**src/design/m4i_pkg.sv**
```systemverilog
// ----------------------------------------------------------------------------
// m4i_pkg
// Shared widths, sequencer types and small index tables for the 4x4 matrix
// inverse block.
// ----------------------------------------------------------------------------
package m4i_pkg;

   localparam int EW  = 24;              // element width
   localparam int FB  = 16;              // fractional bits
   localparam int TW  = 16;              // threshold register width
   localparam int MW  = 3 * EW + 2;      // 3x3 minor, signed
   localparam int DW  = 4 * EW + 2;      // determinant, signed
   localparam int AW  = EW + 3;          // multiplier operand A
   localparam int PW  = AW + EW;         // product
   localparam int QW  = EW + 2;          // quotient bits
   localparam int NW  = MW + 2 * FB;     // dividend
   localparam int DSW = DW + QW;         // shifted divisor
   localparam int CW  = (NW > DSW) ? NW : DSW;
   localparam int SHW = TW + 3 * FB;
   localparam int SW  = (SHW > DW) ? SHW : DW;
   localparam int STEPW = $clog2((QW > 24) ? QW : 24);
   localparam int MinorSteps = 24;

   typedef enum logic [3:0] {
      ST_IDLE,
      ST_MINOR,
      ST_DRAIN,
      ST_DETMAC,
      ST_DETWAIT,
      ST_CHECK,
      ST_JUDGE,
      ST_SING,
      ST_ABS,
      ST_DIV,
      ST_ROUND
   } state_type;

   typedef struct packed {
      state_type        state;
      logic [STEPW-1:0] step;
      logic [3:0]       pos;
      logic             inv_phase;
   } seq_type;

   typedef struct packed {
      logic       en;
      logic       clr;
      logic       neg;
      logic [1:0] shift;
      logic       to_det;
   } acc_ctl_type;

   // Index of the kept row or column after dropping one of four.
   function automatic logic [1:0] skip_idx(input logic [1:0] idx, input logic [1:0] excl);
      return (idx < excl) ? idx : idx + 2'd1;
   endfunction

   // Column picked in row r of the t-th permutation of a 3x3 determinant.
   function automatic logic [1:0] perm_col(input logic [2:0] t, input logic [1:0] r);
      logic [5:0] p;
      unique case (t)
         3'd0: p = {2'd0, 2'd1, 2'd2};
         3'd1: p = {2'd0, 2'd2, 2'd1};
         3'd2: p = {2'd1, 2'd0, 2'd2};
         3'd3: p = {2'd1, 2'd2, 2'd0};
         3'd4: p = {2'd2, 2'd0, 2'd1};
         3'd5: p = {2'd2, 2'd1, 2'd0};
         default: p = 6'd0;
      endcase
      unique case (r)
         2'd0: return p[5:4];
         2'd1: return p[3:2];
         default: return p[1:0];
      endcase
   endfunction

   function automatic logic perm_neg(input logic [2:0] t);
      return (t == 3'd1) || (t == 3'd2) || (t == 3'd5);
   endfunction

endpackage

```
**src/design/matrix4_inverse_cofactor.sv**
```systemverilog
// ----------------------------------------------------------------------------
// matrix4_inverse_cofactor
// 4x4 fixed-point matrix inverse by adjugate over determinant, built around
// one shared multiplier and a bit-serial divider.
// ----------------------------------------------------------------------------
//  channel   ports                         handshake
//  request   start, busy, req_*            taken when start & !busy
//  response  rsp_valid, rsp_*              one-cycle strobe, no back-pressure
//  config    csr_valid, csr_ready, csr_*   written when valid & ready
//
// A plain load only writes the store. On the last element four 3x3 minors go
// through the shared multiplier into the determinant, checked against the
// threshold; unless singular, each of the sixteen inverse elements then takes
// a minor and the 26-step divider. Busy stays high throughout. Reset is
// synchronous; the matrix store is not cleared. Results cannot be stalled.
// ----------------------------------------------------------------------------
module matrix4_inverse_cofactor (
   input  logic                         clock,
   input  logic                         reset,
   input  logic                         start,
   output logic                         busy,
   input  logic [m4i_pkg::EW-1:0]       req_element_value,
   input  logic [1:0]                   req_element_row,
   input  logic [1:0]                   req_element_col,
   input  logic                         req_last_element,
   output logic                         rsp_valid,
   output logic [m4i_pkg::EW-1:0]       rsp_inverse_value,
   output logic [1:0]                   rsp_out_row,
   output logic [1:0]                   rsp_out_col,
   output logic                         rsp_singular,
   output logic                         rsp_saturated,
   output logic                         rsp_last_result,
   input  logic                         csr_valid,
   output logic                         csr_ready,
   input  logic [m4i_pkg::TW-1:0]       csr_det_threshold
);

   logic [m4i_pkg::EW-1:0]  store_ff [16];
   logic [m4i_pkg::TW-1:0]  thr_ff;
   logic [m4i_pkg::EW-1:0]  x_ff;
   logic [m4i_pkg::DW-1:0]  dmag_ff;
   logic                    det_neg_ff;
   logic                    neg_ff;
   logic                    accept, go, singular;
   m4i_pkg::seq_type        seq;
   logic [2:0]              tri_idx;
   logic [1:0]              sub, ridx, xr, xc;
   logic [3:0]              addr;
   logic [m4i_pkg::EW-1:0]  rd;
   logic signed [m4i_pkg::AW-1:0] mac_a;
   m4i_pkg::acc_ctl_type    ctl;
   logic [m4i_pkg::PW-1:0]  mul_q;
   logic [m4i_pkg::MW-1:0]  minor_q, minor_abs;
   logic [m4i_pkg::DW-1:0]  det_q;
   logic [m4i_pkg::NW-1:0]  num;
   logic [m4i_pkg::QW-1:0]  quot;
   logic                    round_up;
   logic [m4i_pkg::QW:0]    qf, lim, qs;
   logic                    negq, sat;
   logic [m4i_pkg::EW-1:0]  val;

   logic                    rsp_valid_ff;
   logic [m4i_pkg::EW-1:0]  rsp_value_ff;
   logic [1:0]              rsp_row_ff, rsp_col_ff;
   logic                    rsp_sing_ff, rsp_sat_ff, rsp_last_ff;

   assign accept = start && !busy;
   assign go = accept && req_last_element;
   assign csr_ready = 1'b1;

   m4i_ctrl u_ctrl (
      .clock    (clock),
      .reset    (reset),
      .go       (go),
      .singular (singular),
      .seq      (seq),
      .busy     (busy)
   );

   // Operand addressing: a minor walks six permutations, four steps each.
   always_comb begin
      tri_idx = seq.step[4:2];
      sub = seq.step[1:0];
      ridx = (sub == 2'd3) ? 2'd2 : sub;
      if (seq.inv_phase) begin
         xr = seq.pos[1:0];
         xc = seq.pos[3:2];
      end else begin
         xr = 2'd0;
         xc = seq.pos[1:0];
      end
      if (seq.state == m4i_pkg::ST_DETMAC) begin
         addr = {2'd0, seq.pos[1:0]};
      end else begin
         addr = {m4i_pkg::skip_idx(ridx, xr),
                 m4i_pkg::skip_idx(m4i_pkg::perm_col(tri_idx, ridx), xc)};
      end
      rd = store_ff[addr];
   end

   always_comb begin
      mac_a = {{(m4i_pkg::AW-m4i_pkg::EW){x_ff[m4i_pkg::EW-1]}}, x_ff};
      ctl = '0;
      if (seq.state == m4i_pkg::ST_MINOR) begin
         ctl.neg = m4i_pkg::perm_neg(tri_idx);
         if (sub == 2'd2) begin
            mac_a = {{(m4i_pkg::AW-m4i_pkg::EW){1'b0}}, mul_q[m4i_pkg::EW-1:0]};
            ctl.en = 1'b1;
            ctl.clr = (tri_idx == 3'd0);
         end else if (sub == 2'd3) begin
            ctl.en = 1'b1;
            ctl.shift = 2'd1;
         end
      end else if (seq.state == m4i_pkg::ST_DETMAC) begin
         ctl.en = 1'b1;
         ctl.to_det = 1'b1;
         ctl.neg = seq.pos[0];
         ctl.shift = seq.step[1:0];
         ctl.clr = (seq.pos[1:0] == 2'd0) && (seq.step[1:0] == 2'd0);
         unique case (seq.step[1:0])
            2'd0: mac_a = {{(m4i_pkg::AW-m4i_pkg::EW){1'b0}}, minor_q[m4i_pkg::EW-1:0]};
            2'd1: mac_a = {{(m4i_pkg::AW-m4i_pkg::EW){1'b0}},
                           minor_q[2*m4i_pkg::EW-1:m4i_pkg::EW]};
            default: mac_a = {minor_q[m4i_pkg::MW-1], minor_q[m4i_pkg::MW-1:2*m4i_pkg::EW]};
         endcase
      end
   end

   m4i_mac u_mac (
      .clock   (clock),
      .reset   (reset),
      .op_a    (mac_a),
      .op_b    (rd),
      .ctl     (ctl),
      .mul_q   (mul_q),
      .minor_q (minor_q),
      .det_q   (det_q)
   );

   assign minor_abs = minor_q[m4i_pkg::MW-1] ? -minor_q : minor_q;
   assign num = {minor_abs, {(2*m4i_pkg::FB){1'b0}}};

   m4i_div u_div (
      .clock    (clock),
      .load     (seq.state == m4i_pkg::ST_ABS),
      .run      (seq.state == m4i_pkg::ST_DIV),
      .num      (num),
      .den      (dmag_ff),
      .quot     (quot),
      .round_up (round_up)
   );

   assign singular = (dmag_ff == '0) ||
                     (m4i_pkg::SW'(dmag_ff) <
                      (m4i_pkg::SW'(thr_ff) << (3 * m4i_pkg::FB)));

   // Rounding and saturation of the quotient.
   always_comb begin
      qf = (m4i_pkg::QW + 1)'(quot) + (m4i_pkg::QW + 1)'(round_up);
      negq = neg_ff && (qf != '0);
      lim = (m4i_pkg::QW + 1)'(1) << (m4i_pkg::EW - 1);
      if (!negq) begin
         lim = lim - 1'b1;
      end
      sat = (qf > lim);
      qs = sat ? lim : qf;
      val = negq ? -qs[m4i_pkg::EW-1:0] : qs[m4i_pkg::EW-1:0];
   end

   always_ff @(posedge clock) begin
      if (accept) begin
         store_ff[{req_element_row, req_element_col}] <= req_element_value;
      end
      if (seq.state == m4i_pkg::ST_MINOR && sub == 2'd0) begin
         x_ff <= rd;
      end else if (seq.state == m4i_pkg::ST_MINOR && sub == 2'd2) begin
         x_ff <= mul_q[2*m4i_pkg::EW-1:m4i_pkg::EW];
      end
      if (seq.state == m4i_pkg::ST_CHECK) begin
         dmag_ff <= det_q[m4i_pkg::DW-1] ? -det_q : det_q;
         det_neg_ff <= det_q[m4i_pkg::DW-1];
      end
      if (seq.state == m4i_pkg::ST_ABS) begin
         neg_ff <= minor_q[m4i_pkg::MW-1] ^ det_neg_ff ^ seq.pos[0] ^ seq.pos[2];
      end
      if (seq.state == m4i_pkg::ST_SING) begin
         rsp_value_ff <= '0;
         rsp_row_ff <= 2'd0;
         rsp_col_ff <= 2'd0;
         rsp_sing_ff <= 1'b1;
         rsp_sat_ff <= 1'b0;
         rsp_last_ff <= 1'b1;
      end else begin
         rsp_value_ff <= val;
         rsp_row_ff <= seq.pos[3:2];
         rsp_col_ff <= seq.pos[1:0];
         rsp_sing_ff <= 1'b0;
         rsp_sat_ff <= sat;
         rsp_last_ff <= (seq.pos == 4'd15);
      end
      if (reset) begin
         thr_ff <= m4i_pkg::TW'(1);
         rsp_valid_ff <= 1'b0;
      end else begin
         if (csr_valid && csr_ready) begin
            thr_ff <= csr_det_threshold;
         end
         rsp_valid_ff <= (seq.state == m4i_pkg::ST_ROUND) ||
                         (seq.state == m4i_pkg::ST_SING);
      end
   end

   assign rsp_valid = rsp_valid_ff;
   assign rsp_inverse_value = rsp_value_ff;
   assign rsp_out_row = rsp_row_ff;
   assign rsp_out_col = rsp_col_ff;
   assign rsp_singular = rsp_sing_ff;
   assign rsp_saturated = rsp_sat_ff;
   assign rsp_last_result = rsp_last_ff;

endmodule

```
**src/design/m4i_mac.sv**
```systemverilog
// ----------------------------------------------------------------------------
// m4i_mac
// Shared signed multiplier with a registered product and two accumulators,
// one for the current minor and one for the determinant.
// ----------------------------------------------------------------------------
module m4i_mac (
   input  logic                        clock,
   input  logic                        reset,
   input  logic signed [m4i_pkg::AW-1:0] op_a,
   input  logic signed [m4i_pkg::EW-1:0] op_b,
   input  m4i_pkg::acc_ctl_type        ctl,
   output logic [m4i_pkg::PW-1:0]      mul_q,
   output logic [m4i_pkg::MW-1:0]      minor_q,
   output logic [m4i_pkg::DW-1:0]      det_q
);

   logic signed [m4i_pkg::PW-1:0] mul_ff;
   m4i_pkg::acc_ctl_type          ctl_ff;
   logic [m4i_pkg::MW-1:0]        minor_ff, minor_in;
   logic [m4i_pkg::DW-1:0]        det_ff, det_in;
   logic [m4i_pkg::DW-1:0]        prod_ext, term;

   always_ff @(posedge clock) begin
      mul_ff <= op_a * op_b;
      minor_ff <= minor_in;
      det_ff <= det_in;
      if (reset) begin
         ctl_ff <= '0;
      end else begin
         ctl_ff <= ctl;
      end
   end

   // The add follows the product in the next cycle, under the delayed control.
   always_comb begin
      prod_ext = {{(m4i_pkg::DW-m4i_pkg::PW){mul_ff[m4i_pkg::PW-1]}}, mul_ff};
      unique case (ctl_ff.shift)
         2'd0: term = prod_ext;
         2'd1: term = prod_ext << m4i_pkg::EW;
         default: term = prod_ext << (2 * m4i_pkg::EW);
      endcase
      if (ctl_ff.neg) begin
         term = -term;
      end
      minor_in = minor_ff;
      det_in = det_ff;
      if (ctl_ff.en && !ctl_ff.to_det) begin
         minor_in = (ctl_ff.clr ? '0 : minor_ff) + term[m4i_pkg::MW-1:0];
      end
      if (ctl_ff.en && ctl_ff.to_det) begin
         det_in = (ctl_ff.clr ? '0 : det_ff) + term;
      end
   end

   assign mul_q = mul_ff;
   assign minor_q = minor_ff;
   assign det_q = det_ff;

endmodule

```
**src/design/m4i_div.sv**
```systemverilog
// ----------------------------------------------------------------------------
// m4i_div
// Restoring divider, one quotient bit a cycle, with a round-half-up flag.
// ----------------------------------------------------------------------------
module m4i_div (
   input  logic                    clock,
   input  logic                    load,
   input  logic                    run,
   input  logic [m4i_pkg::NW-1:0]  num,
   input  logic [m4i_pkg::DW-1:0]  den,
   output logic [m4i_pkg::QW-1:0]  quot,
   output logic                    round_up
);

   logic [m4i_pkg::NW-1:0]  rem_ff, rem_in;
   logic [m4i_pkg::DSW-1:0] dsh_ff, dsh_in;
   logic [m4i_pkg::QW-1:0]  q_ff, q_in;
   logic [m4i_pkg::DW-1:0]  den_ff;
   logic [m4i_pkg::CW-1:0]  rem_w, dsh_w, diff;
   logic [m4i_pkg::CW:0]    rem2, den2;

   always_ff @(posedge clock) begin
      rem_ff <= rem_in;
      dsh_ff <= dsh_in;
      q_ff <= q_in;
      if (load) begin
         den_ff <= den;
      end
   end

   always_comb begin
      rem_w = m4i_pkg::CW'(rem_ff);
      dsh_w = m4i_pkg::CW'(dsh_ff);
      diff = rem_w - dsh_w;
      rem_in = rem_ff;
      dsh_in = dsh_ff;
      q_in = q_ff;
      if (load) begin
         rem_in = num;
         dsh_in = m4i_pkg::DSW'(den) << (m4i_pkg::QW - 1);
         q_in = '0;
      end else if (run) begin
         dsh_in = dsh_ff >> 1;
         if (rem_w >= dsh_w) begin
            rem_in = diff[m4i_pkg::NW-1:0];
            q_in = {q_ff[m4i_pkg::QW-2:0], 1'b1};
         end else begin
            q_in = {q_ff[m4i_pkg::QW-2:0], 1'b0};
         end
      end
      rem2 = {m4i_pkg::CW'(rem_ff), 1'b0};
      den2 = (m4i_pkg::CW + 1)'(den_ff);
      round_up = (rem2 >= den2);
   end

   assign quot = q_ff;

endmodule

```
**src/design/m4i_ctrl.sv**
```systemverilog
// ----------------------------------------------------------------------------
// m4i_ctrl
// Sequencer: determinant by four minors, singularity check, then either one
// singular result or one minor and one division for each of sixteen elements.
// ----------------------------------------------------------------------------
module m4i_ctrl (
   input  logic             clock,
   input  logic             reset,
   input  logic             go,
   input  logic             singular,
   output m4i_pkg::seq_type seq,
   output logic             busy
);

   m4i_pkg::state_type           state_ff, state_in;
   logic [m4i_pkg::STEPW-1:0]    step_ff, step_in;
   logic [3:0]                   pos_ff, pos_in;
   logic                         ph_ff, ph_in;

   always_ff @(posedge clock) begin
      if (reset) begin
         state_ff <= m4i_pkg::ST_IDLE;
         step_ff <= '0;
         pos_ff <= '0;
         ph_ff <= 1'b0;
      end else begin
         state_ff <= state_in;
         step_ff <= step_in;
         pos_ff <= pos_in;
         ph_ff <= ph_in;
      end
   end

   always_comb begin
      state_in = state_ff;
      step_in = step_ff;
      pos_in = pos_ff;
      ph_in = ph_ff;
      unique case (state_ff)
         m4i_pkg::ST_IDLE: begin
            if (go) begin
               state_in = m4i_pkg::ST_MINOR;
               step_in = '0;
               pos_in = '0;
               ph_in = 1'b0;
            end
         end
         m4i_pkg::ST_MINOR: begin
            if (step_ff == m4i_pkg::STEPW'(m4i_pkg::MinorSteps - 1)) begin
               state_in = m4i_pkg::ST_DRAIN;
               step_in = '0;
            end else begin
               step_in = step_ff + 1'b1;
            end
         end
         m4i_pkg::ST_DRAIN: begin
            state_in = ph_ff ? m4i_pkg::ST_ABS : m4i_pkg::ST_DETMAC;
            step_in = '0;
         end
         m4i_pkg::ST_DETMAC: begin
            if (step_ff == m4i_pkg::STEPW'(2)) begin
               state_in = m4i_pkg::ST_DETWAIT;
               step_in = '0;
            end else begin
               step_in = step_ff + 1'b1;
            end
         end
         m4i_pkg::ST_DETWAIT: begin
            if (pos_ff[1:0] == 2'd3) begin
               state_in = m4i_pkg::ST_CHECK;
            end else begin
               state_in = m4i_pkg::ST_MINOR;
               pos_in = pos_ff + 1'b1;
            end
         end
         m4i_pkg::ST_CHECK: state_in = m4i_pkg::ST_JUDGE;
         m4i_pkg::ST_JUDGE: begin
            if (singular) begin
               state_in = m4i_pkg::ST_SING;
            end else begin
               state_in = m4i_pkg::ST_MINOR;
               pos_in = '0;
               ph_in = 1'b1;
            end
         end
         m4i_pkg::ST_SING: state_in = m4i_pkg::ST_IDLE;
         m4i_pkg::ST_ABS: begin
            state_in = m4i_pkg::ST_DIV;
            step_in = '0;
         end
         m4i_pkg::ST_DIV: begin
            if (step_ff == m4i_pkg::STEPW'(m4i_pkg::QW - 1)) begin
               state_in = m4i_pkg::ST_ROUND;
            end else begin
               step_in = step_ff + 1'b1;
            end
         end
         m4i_pkg::ST_ROUND: begin
            if (pos_ff == 4'd15) begin
               state_in = m4i_pkg::ST_IDLE;
            end else begin
               state_in = m4i_pkg::ST_MINOR;
               step_in = '0;
               pos_in = pos_ff + 1'b1;
            end
         end
         default: state_in = m4i_pkg::ST_IDLE;
      endcase
   end

   always_comb begin
      seq.state = state_ff;
      seq.step = step_ff;
      seq.pos = pos_ff;
      seq.inv_phase = ph_ff;
      busy = (state_ff != m4i_pkg::ST_IDLE);
   end

endmodule

```
**config.mk**
```make
export PLATFORM = sky130hd
export DESIGN_NAME = matrix4_inverse_cofactor
export DESIGN_NICKNAME = d
export VERILOG_FILES = /design/src/design/m4i_pkg.sv /design/src/design/matrix4_inverse_cofactor.sv /design/src/design/m4i_mac.sv /design/src/design/m4i_div.sv /design/src/design/m4i_ctrl.sv
export SDC_FILE = /design/constraint.sdc
export NUM_CORES = 2
export LEC_CHECK = 0
export BUFFER_PORTS_ARGS = -buffer_cell sky130_fd_sc_hd__buf_2
export CORE_UTILIZATION = 55
export CTS_BUF_LIST = sky130_fd_sc_hd__clkbuf_16
export DETAILED_ROUTE_END_ITERATION = 10
export PLACE_DENSITY = 0.71
export SKIP_CTS_REPAIR_TIMING = 1
export SLEW_MARGIN = 20
export SYNTH_ARGS = -nofsm -noshare
export SYNTH_HDL_FRONTEND = slang
export SYNTH_SLANG_ARGS = --single-unit
```
**constraint.sdc**
```tcl
create_clock -name clock -period 15.7 [get_ports clock]
set_clock_uncertainty 0.15 [all_clocks]
set_input_delay 0.785 -clock clock [delete_from_list [all_inputs] [get_ports clock]]
set_output_delay 0.785 -clock clock [all_outputs]
set_load 0.02 [all_outputs]
```
==> results_dict.tcl <==
set metrics [dict create \
    cts.sinks 1152 \
    drt_iter0_markers 7401 \
    maxCapViolations 0 \
    die_area_sq_um 173000 \
    first_pass_grt_wire_length_um 466900 \
    hpwl_reported_at_the_end_of_detailed_placement_um 239900 \
    met2_length_um 143500 \
    cts_buffers 133 \
    synth_cell_type_count 101 \
    first_global_vias 74560 \
    viasPerCell 6.344 \
    synthToLayoutAreaGrowth_pct 7.632 \
    critical_path_end_type "register" \
    per_cell_routed_wire_length_um 26.41 \
    critPathKind "reg -> reg" \
    fmax_ghz 0.07341 \
    crit_slowest_cell "sky130_fd_sc_hd__a2111oi_0" \
    route.top_layer_used "met5" \
    timing.critical_path.buf_inv 9 \
    synth_top_cells_by_count "sky130_fd_sc_hd__inv_1, sky130_fd_sc_hd__edfxtp_1, sky130_fd_sc_hd__nand2_1" \
    total_routing_resource_utilization_after_global_routing 0.3611 \
    synth_nets 11000 \
    core_region_area_sq_um 169800 \
    maximum_number_of_pins_on_one_net_before_global_route_repair 112 \
    hold_violations 0 \
    final_layout_size_suffix_gt1_frac 0.06952 \
    cp_common_cell "sky130_fd_sc_hd__fa_1" \
    final_max_slew_viol_count 0 \
    ys_seq_area_frac 0.3456 \
    die_x_um 416.0 \
    routabilityCongestion 1.038 \
    signal_arrival_time_at_the_worst_endpoint_ns 14.15 \
    ioPinCount 83 \
    via_count 75720 \
    finalCritPeriodShare 0.8677 \
    synth.ff_latch_count 1152 \
    postSynth.asyncResetShare 0 \
    setup.worst_path.start_class "register" \
    worstHoldPathType "in -> reg" \
    synth.cell_area_sq_um 94250 \
    finalNetCount 10880 \
    critical-path-top-delay-family "compound AO/OA/AOI/OAI gates" \
    max_slew.worst_pin.slew_ns 1.285 \
    count_of_mapped_cells_out_of_synthesis 9720 \
    antenna_violations_before_repair 9 \
    finalWirelength_um 315300 \
    clockBufferDepth 3 \
    drtPass1Iterations 6 \
    detail-route-antenna-nets 0 \
    maximum_cell_stage_delay_along_the_critical_path_ns 0.99 \
    number_of_flops_mapped_to_enable_cells_by_yosys 950 \
    timing.final.setup_violations 0 \
    timing.max_slew.rel_slack 0.1430 \
    worst-endpoint-required_ns 16.23 \
    ys_warn_count 0 \
    most_frequent_cell_after_synthesis "sky130_fd_sc_hd__inv_1" \
    globalRoute.totalOverflow 0 \
    synth_largest_area_cell "sky130_fd_sc_hd__edfxtp_1" \
    synthesis.area_per_instance_sq_um 9.697 \
    die_y_um 416.0 \
    insertion_delay_ns 0.81 \
    cts_tree "done" \
    htree_num_levels 4 \
    detail_route.wirelength.met1_um 121100 \
    port_buffers 81 \
    fin_tns_setup_ns 0 \
    met3_routed_wl_um 26870 \
    period_needed_ns 13.62 \
    ys_top_cells_by_area "sky130_fd_sc_hd__edfxtp_1, sky130_fd_sc_hd__fa_1, sky130_fd_sc_hd__ha_1" \
    fillers 14280 \
    core.rowCount 151 \
    synth_top_area_share 0.3027 \
    most_common_flop_cell_mapped_by_yosys "sky130_fd_sc_hd__edfxtp_1" \
    status "completed" \
    rsz0062_at_grt "false" \
    post-route-drc-count 0 \
    worst_setup_hold_path_clk_slew_ns 0.06 \
    ctsRootBufferMaster "sky130_fd_sc_hd__clkbuf_16" \
    path_max_fanout 30 \
    initial_utilization 0.5549 \
]
==> registers in the layout, indices dropped and copies added, names as in the netlist, 2 cells and up <==
register	flops
u_ctrl.step_ff	5
u_mac.mul_q	51
u_mac.det_q	98
thr_ff	16
u_div.quot	26
rsp_out_row	2
rsp_out_col	2
u_div.dsh_ff	123
dmag_ff	98
u_mac.ctl_ff	6
u_ctrl.pos_ff	4
u_ctrl.state_ff	4
x_ff	24
rsp_inverse_value	24
u_div.den_ff	98
store_ff	384
u_div.rem_ff	106
u_mac.minor_q	74
==> per-layer routing <==
layer  GRT usage  vias up
met3     0.07112      994
met2      0.5756     3721
met4      0.2267        8
met1      0.4513    37080
li1            -    33920
met5    0.001111        -
==> metrics by stage <==
stage               worst slack, ns    util  hold slack, ns  cells  area [sq um]
floorplan                     4.465       -          0.2744   9720         94250
global placement              2.512  0.5717          0.2922  11690         97110
detailed placement            2.367  0.5719          0.3056  11690         97140
CTS                           2.322  0.5970         0.02777  11930        101400
global route                  1.399  0.5971         0.05761  11930        101400
finish                        2.077  0.5973         0.06391  11940        101400
==> layout by cell type, fill, tap and decap left out, types with 43 or more instances in the layout <==
master / n
sky130_fd_sc_hd__a211oi_1: 121
sky130_fd_sc_hd__a21o_1: 239
sky130_fd_sc_hd__a21oi_1: 533
sky130_fd_sc_hd__a31oi_1: 61
sky130_fd_sc_hd__and2_1: 47
sky130_fd_sc_hd__and3_1: 55
sky130_fd_sc_hd__buf_2: 81
sky130_fd_sc_hd__buf_4: 162
sky130_fd_sc_hd__clkbuf_16: 136
sky130_fd_sc_hd__dfxtp_1: 198
sky130_fd_sc_hd__edfxtp_1: 950
sky130_fd_sc_hd__fa_1: 661
sky130_fd_sc_hd__ha_1: 567
sky130_fd_sc_hd__inv_1: 1046
sky130_fd_sc_hd__mux2i_1: 120
sky130_fd_sc_hd__mux4_2: 48
sky130_fd_sc_hd__nand2_1: 883
sky130_fd_sc_hd__nand2b_1: 78
sky130_fd_sc_hd__nand3_1: 211
sky130_fd_sc_hd__nand4_1: 129
sky130_fd_sc_hd__nor2_1: 677
sky130_fd_sc_hd__nor2b_1: 278
sky130_fd_sc_hd__nor3_1: 117
sky130_fd_sc_hd__nor4_1: 68
sky130_fd_sc_hd__o21a_1: 62
sky130_fd_sc_hd__o21ai_0: 508
sky130_fd_sc_hd__o21bai_1: 71
sky130_fd_sc_hd__o22ai_1: 94
sky130_fd_sc_hd__o31ai_1: 103
sky130_fd_sc_hd__o41ai_1: 43
sky130_fd_sc_hd__or3_1: 78
sky130_fd_sc_hd__or4_1: 44
sky130_fd_sc_hd__xnor2_1: 373
sky130_fd_sc_hd__xor2_1: 226
==> worst register-to-register path, delay by kind of cell, from the launching register on <==
family                   cells  cell delay, ns
multiplexers                 2            0.81
XOR/XNOR                     1            0.15
buffers and inverters        9            2.23
AND/OR/NAND/NOR              4            0.78
flip-flops                   1            0.37
adder cells (fa/ha/maj)     10            4.40
AO/OA/AOI/OAI               14            4.61
==> final timing paths <==
| path | cells after the start | start | endpoint | slack, ns |
|---|---|---|---|---|
| worst max register to register | 40 | u_ctrl.step_ff[1] | u_mac.mul_q[50] | 2.08 |
| worst min register to register | 2 | u_div.dsh_ff[0] | u_div.dsh_ff[0] | 0.32 |
| worst max-delay path | 40 | u_ctrl.step_ff[1] | u_mac.mul_q[50] | 2.08 |
| worst min-delay path | 3 | csr_det_threshold[0] | thr_ff[0] | 0.06 |
==> kinds of logic after synthesis <==
kind of cell / count (synthesis) / share of synthesized area
adder cells (fa/ha/maj): 1228 / 0.2157
AO/OA/AOI/OAI: 2213 / 0.1526
multiplexers: 172 / 0.02469
other: 1 / 0.00003979
XOR/XNOR: 599 / 0.05566
AND/OR/NAND/NOR: 2826 / 0.1444
flip-flops: 1152 / 0.3456
buffers and inverters: 1529 / 0.06141
==> area by class of cell <==
type / count / area (sq um) / area share
Sequential cell: 1152 / 32580 / 0.3212
Tap cell: 2218 / 2775 / 0.02736
Multi-Input combinational cell: 7039 / 56270 / 0.5547
Clock inverter: 105 / 859.6 / 0.008473
Clock buffer: 136 / 3403 / 0.03355
Timing Repair Buffer: 244 / 1642 / 0.01618
Inverter: 1033 / 3885 / 0.03830
Antenna cell: 9 / 22.52 / 0.0002220
Power is not shown: default switching activity piles up to over one toggle a cycle in this logic, so the estimate is an artifact.
